==> src/rtl/core/stp_pkg.sv <==
// shared types, constants and coil lookup for the half-step move controller
`timescale 1ns / 1ps

package stp_pkg;

  localparam int CFG_WIDTH  = 13;
  localparam int BTN_WIDTH  = 6;
  localparam int COIL_WIDTH = 4;
  localparam int POS_WIDTH  = 3;
  localparam int ADDR_WIDTH = 4;
  localparam int DATA_WIDTH = 32;

  localparam logic [CFG_WIDTH-1:0] SHORT_RESET  = 13'd1024;
  localparam logic [CFG_WIDTH-1:0] MEDIUM_RESET = 13'd2048;
  localparam logic [CFG_WIDTH-1:0] LONG_RESET   = 13'd4096;

  // register index, byte address is 4 * index
  typedef enum logic [1:0] {
    REG_SHORT  = 2'd0,
    REG_MEDIUM = 2'd1,
    REG_LONG   = 2'd2
  } reg_idx_t;

  // move lengths as held in the configuration registers
  typedef struct packed {
    logic [CFG_WIDTH-1:0] short_steps;
    logic [CFG_WIDTH-1:0] medium_steps;
    logic [CFG_WIDTH-1:0] long_steps;
  } move_counts_t;

  // half-step coil pattern for each ring position
  function automatic logic [COIL_WIDTH-1:0] coil_lookup(input logic [POS_WIDTH-1:0] pos);
    logic [COIL_WIDTH-1:0] pat;
    case (pos)
      3'd0:    pat = 4'h1;
      3'd1:    pat = 4'h3;
      3'd2:    pat = 4'h2;
      3'd3:    pat = 4'h6;
      3'd4:    pat = 4'h4;
      3'd5:    pat = 4'hC;
      3'd6:    pat = 4'h8;
      3'd7:    pat = 4'h9;
      default: pat = 4'h1;
    endcase
    return pat;
  endfunction

endpackage

==> src/rtl/core/stp_cfg_regs.sv <==
// apb register file holding the three move lengths
`timescale 1ns / 1ps

module stp_cfg_regs (
  input  logic                             clk,
  input  logic                             rst_n,
  input  logic                             psel,
  input  logic                             penable,
  input  logic                             pwrite,
  input  logic [stp_pkg::ADDR_WIDTH-1:0]   paddr,
  input  logic [stp_pkg::DATA_WIDTH-1:0]   pwdata,
  output logic [stp_pkg::DATA_WIDTH-1:0]   prdata,
  output stp_pkg::move_counts_t            counts
);

  stp_pkg::move_counts_t counts_r;
  stp_pkg::move_counts_t counts_nxt;
  logic                  wr_en;
  logic [1:0]            reg_idx;

  assign wr_en   = psel & penable & pwrite;
  assign reg_idx = paddr[3:2];
  assign counts  = counts_r;

  always_comb begin
    counts_nxt = counts_r;
    if (wr_en) begin
      case (reg_idx)
        stp_pkg::REG_SHORT:  counts_nxt.short_steps  = pwdata[stp_pkg::CFG_WIDTH-1:0];
        stp_pkg::REG_MEDIUM: counts_nxt.medium_steps = pwdata[stp_pkg::CFG_WIDTH-1:0];
        stp_pkg::REG_LONG:   counts_nxt.long_steps   = pwdata[stp_pkg::CFG_WIDTH-1:0];
        default:             counts_nxt = counts_r;
      endcase
    end
  end

  always_comb begin
    case (reg_idx)
      stp_pkg::REG_SHORT:  prdata = stp_pkg::DATA_WIDTH'(counts_r.short_steps);
      stp_pkg::REG_MEDIUM: prdata = stp_pkg::DATA_WIDTH'(counts_r.medium_steps);
      stp_pkg::REG_LONG:   prdata = stp_pkg::DATA_WIDTH'(counts_r.long_steps);
      default:             prdata = '0;
    endcase
  end

  always_ff @(posedge clk) begin
    if (!rst_n) begin
      counts_r.short_steps  <= stp_pkg::SHORT_RESET;
      counts_r.medium_steps <= stp_pkg::MEDIUM_RESET;
      counts_r.long_steps   <= stp_pkg::LONG_RESET;
    end else begin
      counts_r <= counts_nxt;
    end
  end

endmodule

==> src/rtl/core/stp_move_ctrl.sv <==
// button decode, move state and one half step per tick
`timescale 1ns / 1ps

module stp_move_ctrl #(
  parameter int COUNT_WIDTH = 13
) (
  input  logic                             clk,
  input  logic                             rst_n,
  input  logic                             advance,
  input  logic [stp_pkg::BTN_WIDTH-1:0]    buttons,
  input  stp_pkg::move_counts_t            counts,
  output logic [stp_pkg::COIL_WIDTH-1:0]   coil_nxt,
  output logic [stp_pkg::CFG_WIDTH-1:0]    steps_left_nxt
);

  localparam int EXT_WIDTH = (COUNT_WIDTH > stp_pkg::CFG_WIDTH) ? COUNT_WIDTH
                                                                : stp_pkg::CFG_WIDTH;
  localparam logic [COUNT_WIDTH-1:0] COUNT_MAX = {COUNT_WIDTH{1'b1}};

  logic [stp_pkg::POS_WIDTH-1:0] pos_r, pos_nxt;
  logic [COUNT_WIDTH-1:0]        rem_r, rem_nxt;
  logic                          rev_r, rev_nxt;
  logic                          held_r, held_nxt;

  logic [stp_pkg::CFG_WIDTH-1:0] sel_count;
  logic                          sel_rev;
  logic [EXT_WIDTH-1:0]          count_ext;
  logic [COUNT_WIDTH-1:0]        load_count;
  logic [COUNT_WIDTH-1:0]        rem_mid;
  logic                          rev_mid;
  logic [EXT_WIDTH-1:0]          rem_ext;

  // lowest pressed button wins; 0..2 forward, 3..5 reverse
  always_comb begin
    sel_count = counts.short_steps;
    sel_rev   = 1'b0;
    if (buttons[0]) begin
      sel_count = counts.short_steps;
    end else if (buttons[1]) begin
      sel_count = counts.medium_steps;
    end else if (buttons[2]) begin
      sel_count = counts.long_steps;
    end else if (buttons[3]) begin
      sel_count = counts.short_steps;
      sel_rev   = 1'b1;
    end else if (buttons[4]) begin
      sel_count = counts.medium_steps;
      sel_rev   = 1'b1;
    end else begin
      sel_count = counts.long_steps;
      sel_rev   = 1'b1;
    end
  end

  // saturate the loaded count into the counter width
  assign count_ext  = EXT_WIDTH'(sel_count);
  assign load_count = (count_ext > EXT_WIDTH'(COUNT_MAX)) ? COUNT_MAX
                                                          : count_ext[COUNT_WIDTH-1:0];

  always_comb begin
    held_nxt = held_r;
    rem_mid  = rem_r;
    rev_mid  = rev_r;
    if (held_r) begin
      if (buttons == '0) begin
        held_nxt = 1'b0;
      end
    end else if (buttons != '0) begin
      rem_mid  = load_count;
      rev_mid  = sel_rev;
      held_nxt = 1'b1;
    end

    pos_nxt = pos_r;
    rem_nxt = rem_mid;
    rev_nxt = rev_mid;
    if (rem_mid != '0) begin
      pos_nxt = rev_mid ? (pos_r - 3'd1) : (pos_r + 3'd1);
      rem_nxt = rem_mid - COUNT_WIDTH'(1);
    end
  end

  assign rem_ext        = EXT_WIDTH'(rem_nxt);
  assign steps_left_nxt = rem_ext[stp_pkg::CFG_WIDTH-1:0];
  assign coil_nxt       = stp_pkg::coil_lookup(pos_nxt);

  always_ff @(posedge clk) begin
    if (!rst_n) begin
      pos_r  <= '0;
      rem_r  <= '0;
      rev_r  <= 1'b0;
      held_r <= 1'b0;
    end else if (advance) begin
      pos_r  <= pos_nxt;
      rem_r  <= rem_nxt;
      rev_r  <= rev_nxt;
      held_r <= held_nxt;
    end
  end

endmodule

==> src/rtl/core/stepper_half_step_move_controller_unit.sv <==
// top level of the half-step stepper move controller
//
//  channel  direction  handshake                  payload
//  in_      input      in_valid / in_ready        in_button_levels[5:0]
//  out_     output     out_valid / out_ready      out_coil_pattern[3:0], out_steps_left[12:0]
//  apb      input      psel, penable, pwrite      paddr[3:0], pwdata, prdata (pready tied high)
//
// one tick per cycle sustained while out_ready stays high; an accepted transaction goes
// into the input register, then through the move logic into the result register
// the move state updates only when a tick moves from the input register to the output
// register, so stalls on out_ready hold both stages and the state in place
// synchronous active-low reset clears the pipeline valids, move state and the move
// lengths (1024, 2048, 4096 half steps)
`timescale 1ns / 1ps

module stepper_half_step_move_controller_unit #(
  parameter int COUNT_WIDTH = 13
) (
  input  logic                             clk,
  input  logic                             rst_n,
  // tick input
  input  logic                             in_valid,
  output logic                             in_ready,
  input  logic [stp_pkg::BTN_WIDTH-1:0]    in_button_levels,
  // coil drive output
  output logic                             out_valid,
  input  logic                             out_ready,
  output logic [stp_pkg::COIL_WIDTH-1:0]   out_coil_pattern,
  output logic [stp_pkg::CFG_WIDTH-1:0]    out_steps_left,
  // configuration
  input  logic                             psel,
  input  logic                             penable,
  input  logic                             pwrite,
  input  logic [stp_pkg::ADDR_WIDTH-1:0]   paddr,
  input  logic [stp_pkg::DATA_WIDTH-1:0]   pwdata,
  output logic [stp_pkg::DATA_WIDTH-1:0]   prdata,
  output logic                             pready
);

  // input stage
  logic                          in_valid_r, in_valid_nxt;
  logic [stp_pkg::BTN_WIDTH-1:0] buttons_r;

  // output stage
  logic                           out_valid_r, out_valid_nxt;
  logic [stp_pkg::COIL_WIDTH-1:0] coil_r;
  logic [stp_pkg::CFG_WIDTH-1:0]  steps_r;

  logic                           advance;
  logic [stp_pkg::COIL_WIDTH-1:0] coil_nxt;
  logic [stp_pkg::CFG_WIDTH-1:0]  steps_nxt;
  stp_pkg::move_counts_t          counts;

  assign pready = 1'b1;

  stp_cfg_regs u_cfg (
    .clk     (clk),
    .rst_n   (rst_n),
    .psel    (psel),
    .penable (penable),
    .pwrite  (pwrite),
    .paddr   (paddr),
    .pwdata  (pwdata),
    .prdata  (prdata),
    .counts  (counts)
  );

  // a tick advances when the output register is free or being emptied
  assign advance  = in_valid_r & (~out_valid_r | out_ready);
  assign in_ready = ~in_valid_r | advance;

  stp_move_ctrl #(
    .COUNT_WIDTH (COUNT_WIDTH)
  ) u_move (
    .clk            (clk),
    .rst_n          (rst_n),
    .advance        (advance),
    .buttons        (buttons_r),
    .counts         (counts),
    .coil_nxt       (coil_nxt),
    .steps_left_nxt (steps_nxt)
  );

  assign in_valid_nxt  = (in_valid & in_ready) | (in_valid_r & ~advance);
  assign out_valid_nxt = advance | (out_valid_r & ~out_ready);

  always_ff @(posedge clk) begin
    if (!rst_n) begin
      in_valid_r  <= 1'b0;
      out_valid_r <= 1'b0;
    end else begin
      in_valid_r  <= in_valid_nxt;
      out_valid_r <= out_valid_nxt;
    end
  end

  // payload registers
  always_ff @(posedge clk) begin
    if (in_valid & in_ready) begin
      buttons_r <= in_button_levels;
    end
    if (advance) begin
      coil_r  <= coil_nxt;
      steps_r <= steps_nxt;
    end
  end

  assign out_valid        = out_valid_r;
  assign out_coil_pattern = coil_r;
  assign out_steps_left   = steps_r;

endmodule

==> config.mk <==
export PLATFORM = sky130hd
export DESIGN_NAME = stepper_half_step_move_controller_unit
export DESIGN_NICKNAME = d
export VERILOG_FILES = /design/src/rtl/core/stp_pkg.sv /design/src/rtl/core/stp_cfg_regs.sv /design/src/rtl/core/stp_move_ctrl.sv /design/src/rtl/core/stepper_half_step_move_controller_unit.sv
export SDC_FILE = /design/constraint.sdc
export NUM_CORES = 1
export LEC_CHECK = 0
export BUFFER_PORTS_ARGS = -buffer_cell sky130_fd_sc_hd__buf_2
export CAP_MARGIN = 10
export CORE_ASPECT_RATIO = 2
export CORE_MARGIN = 3
export CORE_UTILIZATION = 35
export CTS_CLUSTER_SIZE = 30
export DETAILED_ROUTE_END_ITERATION = 10
export GPL_TIMING_DRIVEN = 0
export HOLD_SLACK_MARGIN = 0.05
export PLACE_DENSITY = 0.62
export SYNTH_ARGS = -nofsm -noshare
export SYNTH_HDL_FRONTEND = slang
export SYNTH_SLANG_ARGS = --single-unit
==> constraint.sdc <==
create_clock -name clk -period 7.1 [get_ports clk]
set_input_delay 0 -clock clk [delete_from_list [all_inputs] [get_ports clk]]
set_output_delay 0 -clock clk [all_outputs]
set_load 0.02 [all_outputs]
==> flow_metrics.py, run 1 <==
metrics = {
    "timing": {
        "fmax_ghz": 0.264,
        "setup_violations": 0,
        "post-route-min-period_ns": 3.78,
        "worst_pin_slew_ns": 1.02,
        "fin_tns_setup_ns": 0,
        "fin_ws_ns": 3.32,
        "slew_headroom_pct": 31.5,
        "rsz0062_at_grt": "false",
        "final_hold_viol_count": 0,
        "post-route-period-util_pct": 53.3,
        "slew_violations": 0,
        "finClkSkew_ns": 0.00815,
    },
    "job": {
        "drv_cap": 0,
    },
    "global_routing": {
        "antenna_found_initial": 0,
        "grt.met1_usage_pct": 19.1,
        "use_met3_pct": 2.92,
        "grt_max_degree": 20,
        "grt.overflow.total": 0,
        "grtUsageMet2_pct": 37.2,
        "grt_pass1_vias": 4309,
        "grt_pass1_wl_microns": 22500,
        "grtUsageTotal_pct": 19.9,
        "busiest_layer": "met2",
    },
    "setup_path": {
        "endpoint_kind": "flop",
        "start_kind": "flop",
        "crit_required_ns": 7.20,
        "arrival_ns": 3.88,
        "crit_fanout": 10,
        "criticalPathCategory": "reg2reg",
    },
    "route": {
        "ant_nets": 0,
        "viasPerCell": 5.45,
        "drc": 0,
        "drt_iter0_markers": 227,
        "via_count": 4385,
        "totalWireLength_microns": 14300,
        "drt-pass1-iter-count": 6,
        "routedWlPerCell_microns": 17.8,
    },
    "synth": {
        "seq_area_frac_synth_pct": 39.9,
        "yosysWarnings": 0,
        "async_reset_ff_share_pct": 0,
        "syn_avg_cell_area_sq_um": 8.73,
        "synth_edf_count": 23,
        "synth_cell_types": 74,
        "synth-seq-cells": 82,
        "synth_cells": 538,
        "ys.flop_type": "dfxtp_1",
        "syn_area_sq_mm": 0.00469,
    },
    "layout": {
        "final_cell_mix": "nand2_1 (99), buf_2 (61), dfxtp_1 (59), o21ai_0 (32), mux2i_1 (32)",
        "area_growth_pct": 23.7,
        "stdcell_area_sq_mm": 0.00581,
        "final_nets": 699,
        "drive_gt1_share_pct": 18.2,
        "final_common_cell": "nand2_1",
        "diodes": 0,
        "fin_util_pct": 44.4,
        "finalNonFillerCells": 805,
    },
    "power": {
        "switchingPower_uw": 361,
        "clockPowerShare_pct": 40.1,
        "p_int_uw": 927,
        "vdd_drop_max_v": 0.000135,
        "pwr-share-comb_pct": 19.1,
        "power.leakage_nw": 2.39,
        "swShare_pct": 28.0,
        "powerDensity_mw_per_mm2": 222,
        "seq_power_share_pct": 40.8,
    },
    "clock_network": {
        "clockBufferDepth": 2,
        "hold_buffers": 22,
        "path_clk_slew_ns": 0.07,
        "postCtsSetupBuffers": 0,
        "tritoncts": "yes",
        "clkLatencyLatePin_ns": 0.34,
        "cts.htree.levels": 3,
        "ctsResizeCount": 0,
        "numCtsBuffers": 9,
        "cts_root_buf": "clkbuf_16",
        "cts_sinks": 82,
    },
    "placement": {
        "hpwl_microns": 10900,
        "dp_cells": 767,
        "dpl-instance-area_sq_mm": 0.00526,
        "gp_congestion": 0.942,
        "io_buffers": 58,
        "preCtsSetupSlack_ns": 3.39,
    },
    "floorplanning": {
        "io_pins": 101,
        "initial_core_util_pct": 35.9,
        "core_sq_mm": 0.0131,
        "die_h_microns": 170,
        "die_w_microns": 87.9,
        "die_area_sq_mm": 0.0149,
        "num_rows": 59,
    },
    "worst_hold_path": {
        "hold_path.class": "in2reg",
    },
    "status": {
        "status": "finished, final reports clean",
    },
}
[metal layers]
layer,wire [microns],part of all wire (%),up-vias
li1,-,-,2107
met1,4860,34,2027
met2,7850,55,192
met3,753,5.3,59
met4,842,5.9,0
met5,0,0,-
[cell families after synthesis]
group | share of synthesized area (%)
fa+ha+maj | 0.693
compound gates | 21.0
xor+xnor | 1.12
other cells | 0.160
simple gates | 22.1
mux | 7.78
flops | 39.9
buf+inv | 7.30
[sequential cells by signal, summed over array words and instances (netlist names)]
name and cells:
buttons_r 6, in_valid_r 1, out_coil_pattern 4, out_steps_left 13, out_valid 1, u_cfg.counts 39
u_move.held_r 1, u_move.pos_r 3, u_move.rem_r 13, u_move.rev_r 1
[power groups by stage]
stage,Clock (mW),Sequential (mW),Combinational [mW]
6_report,0.516,0.526,0.246
5_1_grt,0.542,0.528,0.269
4_1_cts,0.522,0.525,0.245
3_5_place_dp,0,0.536,0.234
3_3_place_gp,0,0.536,0.228
2_1_floorplan,0,0.545,0.156
[worst paths after layout]
check	startpoint	slack (ns)	endpoint	depth (start not counted)
worst max-delay path	buttons_r[4]$_DFFE_PP_	3.32	out_coil_pattern[3]$_SDFFCE_PN0P_	11
worst min-delay path	paddr[3]	0.13	u_cfg.counts[27]$_SDFFE_PN0P_	4
worst min register to register	u_cfg.counts[30]$_SDFFE_PN0P_	0.49	u_cfg.counts[30]$_SDFFE_PN0P_	2
worst max register to register	buttons_r[4]$_DFFE_PP_	3.32	out_coil_pattern[3]$_SDFFCE_PN0P_	11
[synthesized netlist by cell type, types with 3 or more instances]
cell type,n,share of area (%)
a22oi_1,3,0.48
nand2_1,99,7.9
o21a_1,7,1.1
buf_4,22,3.5
edfxtp_1,23,15
nor3b_1,3,0.48
nand2b_1,5,0.67
mux2i_1,32,6.8
o22ai_1,3,0.40
o21ai_0,32,3.4
and2_1,6,0.80
clkbuf_1,22,1.8
nor2b_1,19,2.5
o311ai_0,3,0.56
buf_2,3,0.32
a31oi_1,8,1.1
or4_1,3,0.48
inv_1,10,0.80
o211a_1,3,0.64
xnor2_1,4,0.75
nor2_1,12,0.96
nor3_1,5,0.53
or3_1,4,0.53
buf_1,4,0.32
a21o_1,8,1.3
dfxtp_1,59,25
mux2_2,4,0.96
a21oi_1,12,1.3
a21boi_0,27,4.3
nand3_1,24,2.6
nand3b_1,6,0.96
o211ai_1,4,0.64
[area by class of cell]
class / count / area, sq um
fill: 1272 / 7260
multi-input combinational: 410 / 2550
sequential: 82 / 1870
timing repair buffer: 81 / 526
buffer: 54 / 305
clock buffer: 10 / 239
tap: 152 / 190
clock inverter: 6 / 88.8
inverter: 10 / 37.5
[worst max-delay path, cell delays in order (launching register included)]
cell	delay, ns
edfxtp_1	0.52
buf_2	0.32
mux2_2	0.37
o21a_1	0.17
o311ai_0	0.56
nand2_1	0.33
nor4_4	0.38
and4bb_1	0.23
buf_4	0.19
buf_6	0.17
nor2_2	0.06
o211a_1	0.22
[metrics by stage]
stage / power, mW / hold slack [ns]
final: 1.29 / 0.126
after global routing: 1.34 / 0.159
after CTS: 1.29 / 0.123
after detailed placement: 0.770 / 0.180
after global placement: 0.764 / 0.178
after floorplan: 0.701 / 0.0989
Power figures use the tool's default switching activity.
==> run 2, diff against run 1 <==
--- a/config.mk
+++ b/config.mk
@@ -5,6 +5,7 @@
 export SDC_FILE = /design/constraint.sdc
 export NUM_CORES = 1
 export LEC_CHECK = 0
+export ABC_AREA = 1
 export BUFFER_PORTS_ARGS = -buffer_cell sky130_fd_sc_hd__buf_2
 export CAP_MARGIN = 10
 export CORE_ASPECT_RATIO = 2
@@ -14,7 +15,7 @@
 export DETAILED_ROUTE_END_ITERATION = 10
 export GPL_TIMING_DRIVEN = 0
 export HOLD_SLACK_MARGIN = 0.05
-export PLACE_DENSITY = 0.62
+export PLACE_DENSITY = 0.63
 export SYNTH_ARGS = -nofsm -noshare
 export SYNTH_HDL_FRONTEND = slang
 export SYNTH_SLANG_ARGS = --single-unit
==> constraint.sdc (replaced) <==
create_clock -name clk -period 4 [get_ports clk]
set_input_delay 0 -clock clk [delete_from_list [all_inputs] [get_ports clk]]
set_output_delay 0 -clock clk [all_outputs]
set_load 0.02 [all_outputs]
==> run 2 against run 1 <==
  * Clock-buffer cell count is the same
  * Routed wire length shrank 8.2%
  * Synthesized cell count grew 16%
  * Non-clock buffer count shrank 9
  * Fmax grew 30%
  * Critical path depth grew 2
  * Global-route usage shrank 1.2 points
  * Core utilization grew 0.31 points
  * Power grew 69%
  * Register-to-register slack lost 2.2 ns
  * Largest power group unchanged
==> flow_metrics.py, run 2 <==
metrics = {
    "timing": {
        "final_hold_viol_count": 0,
        "worst_pin_slew_ns": 0.620,
        "slew_violations": 0,
        "post-route-min-period_ns": 2.90,
        "setup_violations": 0,
        "slew_headroom_pct": 58.7,
        "fin_ws_ns": 1.10,
        "finClkSkew_ns": 0.00693,
        "fmax_ghz": 0.345,
        "rsz0062_at_grt": "false",
        "post-route-period-util_pct": 72.5,
        "fin_tns_setup_ns": 0,
    },
    "clock_network": {
        "cts.htree.levels": 3,
        "cts_sinks": 82,
        "clkLatencyLatePin_ns": 0.35,
        "clockBufferDepth": 2,
        "path_clk_slew_ns": 0.06,
        "tritoncts": "yes",
        "cts_root_buf": "clkbuf_16",
        "ctsResizeCount": 0,
        "numCtsBuffers": 9,
    },
    "route": {
        "via_count": 4356,
        "viasPerCell": 4.91,
        "drc": 0,
        "routedWlPerCell_microns": 14.8,
        "drt-pass1-iter-count": 8,
        "drt_iter0_markers": 209,
        "ant_nets": 0,
        "totalWireLength_microns": 13100,
    },
    "setup_path": {
        "endpoint_kind": "flop",
        "crit_required_ns": 4.10,
        "crit_top_cell": "nand2_2",
        "arrival_ns": 3.00,
        "crit_path_cell_trace": "nor2_1, nand3_2, nand2_4, inv_2, buf_6, o21ai_0, inv_1, fa_1, xnor3_1, nand2_2, nand2_2, nand3_1, nand2_1",
        "slowest_delay_ns": 0.51,
        "criticalPathCategory": "reg2reg",
        "cpMaxStageDelayCell": "edfxtp_1",
        "r2r_cells": 13,
        "start_kind": "flop",
        "crit_fanout": 10,
    },
    "global_routing": {
        "grtUsageTotal_pct": 18.6,
        "grt_pass1_wl_microns": 20700,
        "grt.overflow.total": 0,
        "antenna_found_initial": 0,
        "grt_pass1_vias": 4239,
        "grt_max_degree": 27,
    },
    "synth": {
        "synth_edf_count": 23,
        "ys.flop_type": "dfxtp_1",
        "syn_area_sq_mm": 0.00447,
        "synth_top_area_cell": "dfxtp_1",
        "yosysWarnings": 0,
        "synth_adder_area_share_pct": 0.727,
        "ys_top_cells_by_count": "nand2_1 (151), nor2_1 (102), dfxtp_1 (59), inv_1 (52), o21ai_0 (51)",
        "synth-seq-cells": 82,
        "synth_most_common_cell": "nand2_1",
        "synth_cells": 626,
        "yosys.area_share.xor_xnor_pct": 1.87,
        "synth_top_area_share_pct": 26.4,
        "seq_area_frac_synth_pct": 41.8,
        "yosys.area_share.simple_pct": 32.3,
        "async_reset_ff_share_pct": 0,
        "synth_cell_types": 39,
        "yosys-mux-area-fraction_pct": 0,
        "syn_avg_cell_area_sq_um": 7.15,
        "synthTopCellsByArea": "dfxtp_1 (26%), edfxtp_1 (15%), nand2_1 (13%)",
        "synth_top_family_by_area": "simple AND/OR/NAND/NOR gates",
        "synth_compound_area_share_pct": 12.2,
    },
    "placement": {
        "preCtsSetupSlack_ns": 1.08,
        "hpwl_microns": 10100,
        "dpl-instance-area_sq_mm": 0.00501,
        "gp_congestion": 0.937,
        "io_buffers": 58,
    },
    "status": {
        "status": "finished, final reports clean",
    },
    "power": {
        "vdd_drop_max_v": 0.000243,
        "power.leakage_nw": 2.69,
        "p_total_mw": 2.17,
        "powerDensity_mw_per_mm2": 394,
    },
    "floorplanning": {
        "die_h_microns": 166,
        "initial_core_util_pct": 36.3,
        "core_sq_mm": 0.0123,
        "die_w_microns": 85.9,
        "die_area_sq_mm": 0.0143,
        "num_rows": 57,
        "io_pins": 101,
    },
    "layout": {
        "area_growth_pct": 23.4,
        "multi_input_area_sq_mm": 0.00218,
        "fillCellCount": 1258,
        "seq_area_sq_mm": 0.00187,
        "drive_gt1_share_pct": 18.2,
        "diodes": 0,
        "final_cell_mix": "nand2_1 (151), nor2_1 (102), buf_2 (60), dfxtp_1 (59), inv_1 (52)",
        "final_nets": 787,
        "stdcell_area_sq_mm": 0.00552,
        "fin_util_pct": 44.7,
        "final_common_cell": "nand2_1",
        "largest_reg_flops": 39,
    },
    "worst_hold_path": {
        "min_path_cells": 3,
        "hold_path.class": "in2reg",
    },
    "job": {
        "drv_cap": 0,
    },
}
run 2: area by class of cell:
cell class | count | share of cell area, %
clock buffer | 10 | 4.33
clock inverter | 6 | 0.567
timing repair buffer | 81 | 9.52
tap | 147 | 3.33
inverter | 56 | 3.81
sequential | 82 | 33.9
multi-input combinational | 461 | 39.5
buffer | 45 | 5.08
run 2: critical path: cells and delay by family (launching register included):
| kind | cells | cell delay (ns) |
|---|---|---|
| flops | 1 | 0.51 |
| fa+ha+maj | 1 | 0.45 |
| simple gates | 7 | 0.71 |
| xor+xnor | 1 | 0.36 |
| buf+inv | 3 | 0.32 |
| compound gates | 1 | 0.30 |
run 2: path summary, 6_finish.rpt:
path                          startpoint                       endpoint  slack (ns)
setup / recovery  buttons_r[3]$_DFFE_PP_  out_coil_pattern[0]$_DFFE_PP_        1.10
setup reg to reg  buttons_r[3]$_DFFE_PP_  out_coil_pattern[0]$_DFFE_PP_        1.10
hold reg to reg    in_valid_r$_SDFF_PN0_           out_valid$_SDFF_PN0_        0.48
hold / removal                     rst_n   u_move.rem_r[0]$_SDFFE_PN0P_        0.13
run 2: logic make-up after synthesis:
logic type	after synthesis
buffers and inverters	101
flip-flops	82
XOR/XNOR	8
adder cells (fa/ha/maj)	2
other	2
AND/OR/NAND/NOR	330
AO/OA/AOI/OAI	101
run 2: report_power, final:
part | leakage, nW | internal (mW) | switching (mW)
Sequential | 0.699 | 0.913 | 0.0225
Clock | 0.142 | 0.432 | 0.340
Combinational | 1.85 | 0.161 | 0.305
run 2: per-stage QoR:
step	cells	hold WS, ns
final	888	0.126
after global routing	888	0.153
after CTS	887	0.145
after detailed placement	849	0.180
after global placement	849	0.180
after floorplan	644	0.0989
run 2: repair_timing:
item                       4_1_cts  5_1_grt
setup endpoints to repair        0        0
hold buffers                    22        0
hold endpoints to repair        47        0
buffers inserted                 0        0
run 2: per-layer routing:
metal  vias up  GRT usage, %  part of all wire (%)
met1      1945          17.6                    34
li1       2182             -                     -
met2       173          34.4                    54
met5         -             0                     0
met3        56          2.88                   5.5
met4         0          14.0                   5.6
==> run 3, diff against run 2 <==
==> constraint.sdc (replaced) <==
create_clock -name clk -period 2.9 [get_ports clk]
set_input_delay 0 -clock clk [delete_from_list [all_inputs] [get_ports clk]]
set_output_delay 0 -clock clk [all_outputs]
set_load 0.02 [all_outputs]
==> run 3 against run 2 <==
  * Sequential cell count unchanged
  * Clock skew rose by 0.0011 ns
  * Design area up 0.34%
  * Fmax is 8.2% higher
  * Sequential power increased by 38%
  * Routed wire length increased by 0.57%
  * Via count is 0.25% higher
  * Critical path depth is 2 higher
==> flow_metrics.py, run 3 (synthesis results as in run 2) <==
metrics = {
    "layout": {
        "final_cell_mix": "nand2_1 (151), nor2_1 (102), buf_2 (60), dfxtp_1 (59), inv_1 (52)",
        "drive_gt1_share_pct": 18.6,
        "final_common_cell": "nand2_1",
        "fillCellCount": 1257,
        "diodes": 0,
        "seq_area_sq_mm": 0.00187,
        "largest_reg_flops": 39,
        "multi_input_area_sq_mm": 0.00218,
        "area_growth_pct": 23.8,
        "final_nets": 789,
    },
    "clock_network": {
        "numCtsBuffers": 9,
        "clockBufferDepth": 2,
        "cts_root_buf": "clkbuf_16",
        "tritoncts": "yes",
        "clkLatencyLatePin_ns": 0.35,
        "cts.htree.levels": 3,
        "cts_sinks": 82,
        "path_clk_slew_ns": 0.06,
    },
    "worst_hold_path": {
        "min_path_cells": 3,
        "hold_path.class": "in2reg",
    },
    "status": {
        "status": "finished, final reports clean",
    },
    "setup_path": {
        "critical_path.top_delay_family": "simple AND/OR/NAND/NOR gates",
        "crit_required_ns": 3.00,
        "r2r_cells": 15,
        "criticalPathCategory": "reg2reg",
        "start_kind": "flop",
        "arrival_ns": 2.78,
        "cpMaxStageDelayCell": "edfxtp_1",
        "cp_num_buf_inv": 4,
        "crit_path_cell_trace": "buf_6, inv_2, nand2_1, nand2_1, nand2_1, nand2_1, nand2_1, nand2_2, ha_1, inv_1, nor2_2, nand2_1, xor2_1, nand2_1, inv_1",
        "crit_top_cell": "nand2_1",
        "crit_cells": 15,
        "slowest_delay_ns": 0.37,
        "endpoint_kind": "flop",
        "crit_fanout": 10,
        "r2r_slack_ns": 0.22,
    },
    "placement": {
        "hpwl_microns": 10100,
        "io_buffers": 58,
        "gp_congestion": 0.937,
    },
    "floorplanning": {
        "io_pins": 101,
        "die_area_sq_mm": 0.0143,
        "core_sq_mm": 0.0123,
        "initial_core_util_pct": 36.3,
        "die_h_microns": 166,
        "num_rows": 57,
        "die_w_microns": 85.9,
    },
    "global_routing": {
        "grt_pass1_wl_microns": 20700,
        "antenna_found_initial": 0,
        "grt_pass1_vias": 4239,
        "grtUsageTotal_pct": 18.6,
        "grt_max_degree": 27,
        "grt.overflow.total": 0,
    },
    "timing": {
        "fin_tns_setup_ns": 0,
        "final_hold_viol_count": 0,
        "slew_violations": 0,
        "post-route-period-util_pct": 92.4,
        "worst_pin_slew_ns": 0.625,
        "slew_headroom_pct": 58.3,
        "setup_violations": 0,
        "rsz0062_at_grt": "false",
        "post-route-min-period_ns": 2.68,
        "fmax_ghz": 0.373,
        "whs_ns": 0.128,
        "finClkSkew_ns": 0.00808,
    },
    "job": {
        "drv_cap": 0,
    },
    "route": {
        "ant_nets": 0,
        "drt_iter0_markers": 239,
        "viasPerCell": 4.91,
        "drt-pass1-iter-count": 5,
        "via_count": 4367,
        "totalWireLength_microns": 13200,
        "routedWlPerCell_microns": 14.8,
        "drc": 0,
    },
    "power": {
        "vdd_drop_max_v": 0.000335,
        "power.leakage_nw": 2.70,
        "powerDensity_mw_per_mm2": 542,
    },
}
## run 3: final cells by class
cell class,instances,area share [%]
Inverter,56,3.79
Sequential cell,82,33.8
Tap cell,147,3.32
Buffer,45,5.06
Timing Repair Buffer,83,9.76
Clock buffer,10,4.31
Clock inverter,6,0.565
Multi-Input combinational cell,461,39.4
## run 3: per-stage QoR
stage	setup WS (ns)	cells	power [mW]	cell area [sq um]	util, %
CTS	0.0831	887	3.01	5510	44.6
floorplan	0.290	644	1.76	4540	-
global route	0.00960	890	3.14	5540	44.9
global placement	0.0470	849	1.92	5010	40.6
detailed placement	-0.0199	849	1.94	5010	40.6
finish	0.220	890	3.00	5540	44.9
## run 3: worst min-delay path: stages
cell and delay (ns):
clkbuf_1 0.23, o21ai_0 0.14, a21oi_1 0.05
## run 3: worst paths after layout
kind | start | endpoint
worst min register to register | in_valid_r$_SDFF_PN0_ | out_valid$_SDFF_PN0_
worst max-delay path | buttons_r[1]$_DFFE_PP_ | out_steps_left[8]$_DFFE_PP_
worst min-delay path | rst_n | u_move.rem_r[0]$_SDFFE_PN0P_
worst max register to register | buttons_r[1]$_DFFE_PP_ | out_steps_left[8]$_DFFE_PP_
## run 3: metal layers
layer	vias up	track usage [%]	routed length, microns	part of all wire, %
met5	-	0	0	0
met1	1954	17.6	4540	34
met4	0	14.0	741	5.6
li1	2187	-	-	-
met3	55	2.88	729	5.5
met2	171	34.4	7200	54
## run 3: repair_timing
| action | CTS | global route |
|---|---|---|
| hold buffers | 22 | 0 |
| setup endpoints to repair | 3 | 4 |
| buffers inserted | 0 | 2 |
| hold endpoints to repair | 47 | 0 |
| pin swaps | 0 | 0 |
| resized for setup | 1 | 1 |
## run 3: where the power goes
group          switching (mW)  internal (mW)
registers              0.0292           1.26
clock network           0.466          0.596
logic                   0.426          0.225
